File: config.mk
export PLATFORM = sky130hd
export DESIGN_NAME = bht_ctrl
export DESIGN_NICKNAME = d
export VERILOG_FILES = /design/src/sv/bucketed_hash_table_assert.svh /design/src/sv/bht_pkg.sv /design/src/sv/bht_ctrl.sv
export SDC_FILE = /design/constraint.sdc
export NUM_CORES = 1
export LEC_CHECK = 0
export BUFFER_PORTS_ARGS = -buffer_cell sky130_fd_sc_hd__clkbuf_2
export CORE_AREA = 8 8 45 47
export CTS_CLUSTER_SIZE = 10
export DETAILED_ROUTE_END_ITERATION = 12
export DIE_AREA = 0 0 53 55
export SYNTH_ARGS = -nofsm -noshare
export SYNTH_HDL_FRONTEND = slang
export SYNTH_SLANG_ARGS = --single-unit
File: constraint.sdc
create_clock -name clk_i -period 1.7 [get_ports clk_i]
set_input_delay 0.17 -clock clk_i [delete_from_list [all_inputs] [get_ports clk_i]]
set_output_delay 0.17 -clock clk_i [all_outputs]
set_load 0.01 [all_outputs]
File: src/sv/bucketed_hash_table_assert.svh
// Assertion macros used by the top level of the bucketed hash table.
`ifndef BUCKETED_HASH_TABLE_ASSERT_SVH
`define BUCKETED_HASH_TABLE_ASSERT_SVH

// The consequent holds in the same cycle as the antecedent.
`define BHT_ASSERT_SAME(label, ante, cons, msg) \
  label: assert property (@(posedge clk_i) disable iff (!rst_ni) (ante) |-> (cons)) \
    else $error(msg);

// The consequent holds in the cycle after the antecedent.
`define BHT_ASSERT_NEXT(label, ante, cons, msg) \
  label: assert property (@(posedge clk_i) disable iff (!rst_ni) (ante) |=> (cons)) \
    else $error(msg);

`endif

File: src/sv/bht_pkg.sv
// Shared types, codes and default sizes of the bucketed hash table.
package bht_pkg;

  localparam int unsigned OP_W          = 2;
  localparam int unsigned KEY_W         = 16;
  localparam int unsigned HANDLE_W      = 16;
  localparam int unsigned STATUS_W      = 2;
  localparam int unsigned BUCKETS_DEF   = 16;
  localparam int unsigned SLOTS_DEF     = 16;

  typedef enum logic [OP_W-1:0] {
    OP_INSERT = 2'd0,
    OP_REMOVE = 2'd1,
    OP_LOOKUP = 2'd2
  } bht_op_e;

  typedef enum logic [STATUS_W-1:0] {
    STS_OK      = 2'd0,
    STS_FULL    = 2'd1,
    STS_MISSING = 2'd2
  } bht_status_e;

  typedef enum logic [4:0] {
    S_CLEAR = 5'b00001,
    S_IDLE  = 5'b00010,
    S_HASH  = 5'b00100,
    S_ADDR  = 5'b01000,
    S_EXEC  = 5'b10000
  } bht_state_e;

  typedef struct packed {
    logic                valid;
    logic [KEY_W-1:0]    key;
    logic [HANDLE_W-1:0] handle;
  } bht_slot_t;

  typedef struct packed {
    logic clr_we;
    logic load_in;
    logic hash_en;
    logic rd_en;
    logic exec_en;
  } bht_cmd_t;

  typedef struct packed {
    logic clr_done;
    logic out_free;
  } bht_sts_t;

endpackage

File: src/sv/bht_ctrl.sv
// Sequencing state machine of the bucketed hash table.
module bht_ctrl
  import bht_pkg::*;
(
  input  logic     clk_i,
  input  logic     rst_ni,
  input  logic     in_valid_i,
  output logic     in_stall_o,
  input  bht_sts_t sts_i,
  output bht_cmd_t cmd_o
);

  bht_state_e state_q, state_d;

  always_comb begin
    state_d = state_q;
    cmd_o   = '0;
    case (state_q)
      S_CLEAR: begin
        cmd_o.clr_we = 1'b1;
        if (sts_i.clr_done) begin
          state_d = S_IDLE;
        end
      end
      S_IDLE: begin
        if (in_valid_i) begin
          cmd_o.load_in = 1'b1;
          state_d       = S_HASH;
        end
      end
      S_HASH: begin
        cmd_o.hash_en = 1'b1;
        state_d       = S_ADDR;
      end
      S_ADDR: begin
        cmd_o.rd_en = 1'b1;
        state_d     = S_EXEC;
      end
      S_EXEC: begin
        if (sts_i.out_free) begin
          cmd_o.exec_en = 1'b1;
          state_d       = S_IDLE;
        end
      end
      default: begin
        state_d = S_CLEAR;
      end
    endcase
  end

  assign in_stall_o = (state_q != S_IDLE);

  always_ff @(posedge clk_i or negedge rst_ni) begin
    if (!rst_ni) begin
      state_q <= S_CLEAR;
    end else begin
      state_q <= state_d;
    end
  end

endmodule

# Yosys cells after proc, flatten, opt, wreduce, memory -nomap -nowiden

Index checks and enable logic that the tools add are counted.

Multiplexer cells: 11
Eq/ne operators: 9
Reduce and logical (&&, ||, !) cells: 1

Operators by type and width:

| cell                                          | count |
|---|---|
| one-hot mux 5 bit (5 select lines)            | 1 |
| two-way mux 5 bit                             | 3 |
| two-way mux 1 bit                             | 7 |
| != test 2 bit, second input constant          | 3 |
| == test 5 x 1 -> 1 bit, second input constant | 1 |
| == test 5 x 2 -> 1 bit, second input constant | 1 |
| == test 5 x 3 -> 1 bit, second input constant | 1 |
| == test 5 x 4 -> 1 bit, second input constant | 1 |
| == test 5 bit, second input constant          | 1 |
| != test 5 x 2 -> 1 bit, second input constant | 1 |
| AND reduction 3 bit                           | 1 |

Register bits after elaboration: 5
Logic and storage cells: 22

# Logic depth before layout (Yosys ltp)

Gate-level depths: netlist of run 1.

Depth in word-level cells: 3
Gate-level depth with buffers: 4
Depth with buffers taken out: 3

# Least setup slack after synthesis of run 1

OpenSTA, ideal clock, no wires.

Path type: register to output
From: reg state_q[4]
To: out cmd_o[3] in the netlist's numbering
Cell stages (with the launch flop): 5
Setup slack: 0.150 ns
Path buffers: 1
Required time: 1.530 ns
Arrival: 1.380 ns
Path through: dfrtp_1 buf_6 or3b_1 or3_4 nor2_1

RTL lines:

| item                   | line           | source |
|---|---|---|
| from (decl)            | bht_ctrl.sv:13 | `bht_state_e state_q, state_d;` |
| from (signal assigned) | bht_ctrl.sv:57 | `state_q <= state_d;` |
| to (decl)              | bht_ctrl.sv:10 | `output bht_cmd_t cmd_o` |

==> impl_metrics.env, run 1 <==
export IMPL_outcome="complete, but fails checks"
export IMPL_violations="setup timing"
export IMPL_antenna_found_initial=0
export IMPL_fin_area_um2=443
export IMPL_combPwrFrac_pct=43.8
export IMPL_path_class="reg -> out"
export IMPL_ys_warn_count=0
export IMPL_rows=14
export IMPL_fin_setup_tns_ns=-0.0672
export IMPL_finalHoldViolCount=0
export IMPL_synth_area_um2=320
export IMPL_cts_root_buf="clkbuf_4"
export IMPL_worstPathMaxFanout=5
export IMPL_drtIter0Drc=3
export IMPL_yosys_cell_types_count=24
export IMPL_dp_cells=57
export IMPL_synth_edff_count=0
export IMPL_tightest_slew_ns=0.309
export IMPL_cp_end_kind="primary output"
export IMPL_core_region_area_mm2=0.00138
export IMPL_period_minus_slack_ns=1.76
export IMPL_ant_nets=0
export IMPL_place_congestion=0.739
export IMPL_rsz0062_at_grt="true"
export IMPL_cts_reportedPaths_clkPinSlew_ns=0.05
export IMPL_p_int_w=0.000402
export IMPL_die_area_mm2=0.00292
export IMPL_syn_area_per_cell_um2=9.42
export IMPL_die_y_um=55
export IMPL_track_usage_pct=6.59
export IMPL_fin_worst_skew_ns=0.00989
export IMPL_netlist_instances=34
export IMPL_viasPerCell=4.55
export IMPL_post_layout_nonfiller_instances=65
export IMPL_via_count=296
export IMPL_portBuffers=10
export IMPL_fillers=159
export IMPL_io_pins=11
export IMPL_ir_worst_vdd_uv=378
export IMPL_drive_above_1_share_pct=46.9
export IMPL_hold_class="in -> reg"
export IMPL_synthToLayoutAreaGrowth_pct=38.3
export IMPL_ys_ff_latch=5
export IMPL_cts_inserted_buffers=3
export IMPL_pwr_share_seq_pct=32.3
export IMPL_drc=0
export IMPL_yosysSeqAreaShare_pct=39.5
export IMPL_start_util_pct=23.1
export IMPL_swShare_pct=34.4
export IMPL_finalWirelength_um=819
export IMPL_switching_power_w=0.000211
export IMPL_start_kind="register"
export IMPL_clock_path_buffers=2
export IMPL_synthFlopType="dfrtp_1"
export IMPL_slew_headroom_pct=79.4
export IMPL_synthArstFlopShare_pct=100
export IMPL_largest_reg_flops=5
export IMPL_place_area_um2=372
export IMPL_max_freq_mhz=568
export IMPL_regMostFlops="state_q"
export IMPL_insertion_delay_ns=0.25
export IMPL_final_core_util_pct=32.0
export IMPL_wl_per_cell_um=12.6
export IMPL_syn_num_nets=39
export IMPL_dp_slack_ns=0.167
export IMPL_worst_slack_ns=-0.0603
export IMPL_htreeDepth=1
export IMPL_maxCapViolCount=0
export IMPL_first_pass_iters=3
export IMPL_grt_pass1_vias=301
export IMPL_final_nets=55
export IMPL_reg_top3="state_q (5)"
export IMPL_grt_remaining_overflow=0
export IMPL_grt_max_degree=10
export IMPL_worstPathRequired_ns=1.53
export IMPL_cts_tree="built"
export IMPL_drv_slew=0
export IMPL_die_w_um=53
export IMPL_p_leak_nw=0.219
export IMPL_setup_viol=2
export IMPL_grt_pass1_wl_um=1340
export IMPL_worstPathArrival_ns=1.59
export IMPL_clkPwrFrac_pct=23.9
export IMPL_antenna_cells=0
export IMPL_fin_crit_sh_pct=104
export IMPL_power_density_mw_per_mm2=1380
export IMPL_clock_sinks=5
export IMPL_dpl_hpwl_um=558
==> metal layers <==
layer	up-vias	global-route usage, %	part of all wire, %
met1	134	8.00	44
met4	0	5.17	1.6
met2	11	8.01	44
met5	-	0	0
li1	149	-	-
met3	2	4.01	9.5
==> final cells by class <==
| type | count | area (µm²) | area share [%] |
|---|---|---|---|
| clock buffers | 4 | 26.3 | 5.93 |
| inverters | 2 | 7.51 | 1.69 |
| multi-input cells | 23 | 173 | 39.0 |
| flip-flops and latches | 5 | 126 | 28.5 |
| well taps | 16 | 20.0 | 4.52 |
| repair buffers | 15 | 90.1 | 20.3 |
==> cells by family (layout without fill, tap and decap cells) <==
kind of cell | count (synthesis) | in the layout | share of synthesized area, %
buf+inv | 6 | 21 | 10.5
flops | 5 | 5 | 39.5
simple gates | 16 | 16 | 31.6
xor+xnor | 2 | 2 | 5.47
compound gates | 5 | 5 | 12.9
==> critical path: stages, from the launching register on <==
cell and delay (ns):
dfstp_2 0.39, or3b_1 0.39, or3_4 0.35, nor2_2 0.08, buf_2 0.13
==> path summary, 6_finish.rpt <==
path                       depth (start not counted)  slack (ns)        from         end
max in group asynchronous                          2        1.22      rst_ni  state_q[0]
min reg2reg                                        2        0.65  state_q[4]  state_q[4]
min in group asynchronous                          2        0.26      rst_ni  state_q[2]
min                                                3        0.18  in_valid_i  state_q[2]
max                                                4       -0.06  state_q[0]    cmd_o[3]
max reg2reg                                        4        0.24  state_q[0]  state_q[0]
==> Yosys cell counts, types with 2 or more instances <==
library cell  number  area [µm²]
nor3b_1            3        22.5
nor2_1             3        11.3
inv_1              2        7.51
clkbuf_1           2        7.51
or3_1              2        12.5
dfrtp_1            4         100
==> cell usage in the layout, fill, tap and decap left out <==
master         netlist  final
and3_1               1      1
buf_2                0      3
buf_4                1      4
clkbuf_1             2      1
clkbuf_2             0      7
clkbuf_4             0      3
dfrtp_1              4      4
dfstp_2              1      1
dlygate4sd3_1        0      1
inv_1                2      2
nand2_1              1      1
nand2b_1             1      1
nand3b_1             1      1
nor2_1               3      2
nor2_2               0      1
nor3_2               0      1
nor3b_1              3      3
nor4_1               1      1
o2111a_1             1      1
o211ai_1             1      1
o21ai_0              1      1
o221a_2              1      1
o22ai_1              1      1
or3_1                2      1
or3_4                1      2
or3b_1               1      1
xnor2_1              1      1
xor2_1               1      1
==> per-stage QoR <==
| stage | total power [W] | hold slack (ns) |
|---|---|---|
| 2_1_floorplan | 0.000340 | -0.126 |
| 3_3_place_gp | 0.000399 | -0.0108 |
| 3_5_place_dp | 0.000401 | -0.0115 |
| 4_1_cts | 0.000570 | 0.152 |
| 5_1_grt | 0.000665 | 0.176 |
| 6_report | 0.000612 | 0.177 |
==> power groups by stage <==
stage	Combinational [W]	Clock, W	Sequential (W)
2_1_floorplan	0.000161	0	0.000179
3_3_place_gp	0.000199	0	0.000200
3_5_place_dp	0.000202	0	0.000199
4_1_cts	0.000218	0.000152	0.000199
5_1_grt	0.000297	0.000163	0.000206
6_report	0.000268	0.000147	0.000198
==> what timing repair did <==
item | CTS | global route
setup buffers | 1 | 2
setup endpoints to repair | 4 | 5
hold buffers | 1 | 0
resized for setup | 1 | 5
cloned | 0 | 0
endpoints found under the hold margin | 5 | 0
Power figures use the tool's default switching activity.
==> run 2: changes to the inputs <==
Settings changed: ABC_AREA set to 1.
==> run 2 against run 1 <==
  * The run now ends clean
  * Largest cell class unchanged
  * Register-to-register slack gained 0.32 ns
  * Routed wire length is 16% lower
  * Highest routed layer is now met3
  * Hold slack worse by 0.021 ns
==> impl_metrics.env, run 2 <==
export IMPL_reg_top3="state_q (5)"
export IMPL_hold_class="in -> reg"
export IMPL_worstPathArrival_ns=1.23
export IMPL_start_util_pct=22.3
export IMPL_synthXorXnorAreaFrac_pct=0
export IMPL_start_kind="register"
export IMPL_viasPerCell=4.04
export IMPL_clock_path_buffers=2
export IMPL_first_pass_iters=1
export IMPL_syn_num_nets=48
export IMPL_fillers=165
export IMPL_grt_pass1_wl_um=1340
export IMPL_yosysMostFrequentCell="nor2_1"
export IMPL_drive_above_1_share_pct=42.1
export IMPL_antenna_found_initial=0
export IMPL_ys_ff_latch=5
export IMPL_worstPathMaxFanout=5
export IMPL_die_y_um=55
export IMPL_cts_root_buf="clkbuf_4"
export IMPL_power_density_mw_per_mm2=1420
export IMPL_yosysSeqAreaShare_pct=40.9
export IMPL_synthArstFlopShare_pct=100
export IMPL_rsz0062_at_grt="false"
export IMPL_netlist_area_leader_share_pct=32.4
export IMPL_synth_simple_gate_area_share_pct=44.1
export IMPL_finalHoldViolCount=0
export IMPL_muxShareOfSynthArea_pct=0
export IMPL_netlist_instances=43
export IMPL_rows=14
export IMPL_via_count=295
export IMPL_core_region_area_mm2=0.00138
export IMPL_synthTopCellsByArea="dfrtp_1 (32%), nor2_1 (12%), dfstp_2 (8.5%)"
export IMPL_clock_sinks=5
export IMPL_cts_reportedPaths_clkPinSlew_ns=0.05
export IMPL_ir_worst_vdd_uv=515
export IMPL_place_congestion=0.824
export IMPL_cts_tree="built"
export IMPL_drv_slew=0
export IMPL_dpl_hpwl_um=616
export IMPL_synth_edff_count=0
export IMPL_tightest_slew_ns=0.156
export IMPL_insertion_delay_ns=0.24
export IMPL_synth_fa_ha_area_share_pct=0
export IMPL_maxCapViolCount=0
export IMPL_grt_max_degree=6
export IMPL_synth_area_leader_cell="dfrtp_1"
export IMPL_synth_area_um2=309
export IMPL_slew_headroom_pct=89.6
export IMPL_max_freq_mhz=715
export IMPL_drc=0
export IMPL_htreeDepth=1
export IMPL_cp_end_kind="primary output"
export IMPL_cts_inserted_buffers=3
export IMPL_ys_warn_count=0
export IMPL_syn_area_per_cell_um2=7.19
export IMPL_ant_nets=0
export IMPL_grt_pass1_vias=366
export IMPL_outcome="complete, no violations"
export IMPL_track_usage_pct=6.26
export IMPL_worstPathRequired_ns=1.53
export IMPL_path_class="reg -> out"
export IMPL_drtIter0Drc=0
export IMPL_regMostFlops="state_q"
export IMPL_final_nets=63
export IMPL_fin_worst_skew_ns=0.00503
export IMPL_finalWirelength_um=684
export IMPL_fin_crit_sh_pct=82.3
export IMPL_p_leak_nw=0.221
export IMPL_synthFlopType="dfrtp_1"
export IMPL_setup_viol=0
export IMPL_yosys_cell_types_count=13
export IMPL_die_w_um=53
export IMPL_portBuffers=10
export IMPL_synthToLayoutAreaGrowth_pct=32.4
export IMPL_wl_per_cell_um=9.37
export IMPL_synth_top_family_by_area="simple AND/OR/NAND/NOR gates"
export IMPL_die_area_mm2=0.00292
export IMPL_final_core_util_pct=29.6
export IMPL_synth_top_cells_by_count="nor2_1 (10), inv_1 (6), nand2_1 (5), nand3_1 (5)"
export IMPL_regToRegSetupSlack_ns=0.56
export IMPL_grt_remaining_overflow=0
export IMPL_io_pins=11
export IMPL_period_minus_slack_ns=1.40
export IMPL_antenna_cells=0
export IMPL_largest_reg_flops=5
export IMPL_synth_compound_area_share_pct=1.62
export IMPL_most_common_layout_cells="nor2_1 (10), clkbuf_2 (10), inv_1 (6)"
export IMPL_fin_setup_tns_ns=0
run 2: kinds of logic (layout without fill, tap and decap cells):
kind of cell           count (synthesis)  after routing
buffers and inverters                 10             24
flip-flops                             5              5
AND/OR/NAND/NOR                       27             27
AO/OA/AOI/OAI                          1              1
run 2: layout make-up:
| class | count | area, µm² | area share [%] |
|---|---|---|---|
| clock buffer | 3 | 22.5 | 5.50 |
| timing repair buffer | 11 | 60.1 | 14.7 |
| tap | 16 | 20.0 | 4.89 |
| inverter | 9 | 33.8 | 8.26 |
| multi-input combinational | 28 | 141 | 34.6 |
| sequential | 5 | 126 | 30.9 |
| clock inverter | 1 | 5.00 | 1.22 |
run 2: routing by layer:
layer / part of all wire (%) / vias to the layer above / track usage [%]
li1: - / 158 / -
met1: 38 / 132 / 6.31
met3: 5.0 / 0 / 2.14
met2: 57 / 5 / 10.9
met4: 0 / 0 / 3.88
met5: 0 / - / 0
run 2: power breakdown:
part	switching [W]	internal, W
clock network	0.0000492	0.0000851
registers	0.0000304	0.000159
logic	0.000165	0.0000933
total	0.000244	0.000337
run 2: metrics by stage:
step	std cells	hold slack, ns	instance area, µm²	worst slack [ns]	power (W)
6_report	73	0.155	409	0.301	0.000582
5_1_grt	73	0.166	409	0.171	0.000652
3_3_place_gp	68	-0.0101	372	0.568	0.000449
2_1_floorplan	43	-0.126	309	0.595	0.000383
3_5_place_dp	68	-0.0109	372	0.551	0.000453
4_1_cts	73	0.146	409	0.269	0.000598
run 2: critical path: stages, from the launching register on:
cell      delay, ns
dfrtp_1        0.41
nor2_4         0.17
nand4_2        0.15
nor2_1         0.12
clkbuf_2       0.14
run 2: worst paths after layout:
path | start | endpoint | cells after the start
max in group asynchronous | rst_ni | state_q[0] | 2
min in group asynchronous | rst_ni | state_q[2] | 2
min | in_valid_i | state_q[2] | 3
min reg2reg | state_q[2] | state_q[3] | 2
max | state_q[2] | cmd_o[3] | 4
max reg2reg | state_q[0] | state_q[1] | 7
run 2: repair_timing:
| action | in CTS | in global routing |
|---|---|---|
| endpoints found under the hold margin | 5 | 0 |
| buffers inserted | 0 | 0 |
| resized for setup | 0 | 0 |
| hold buffers | 1 | 0 |
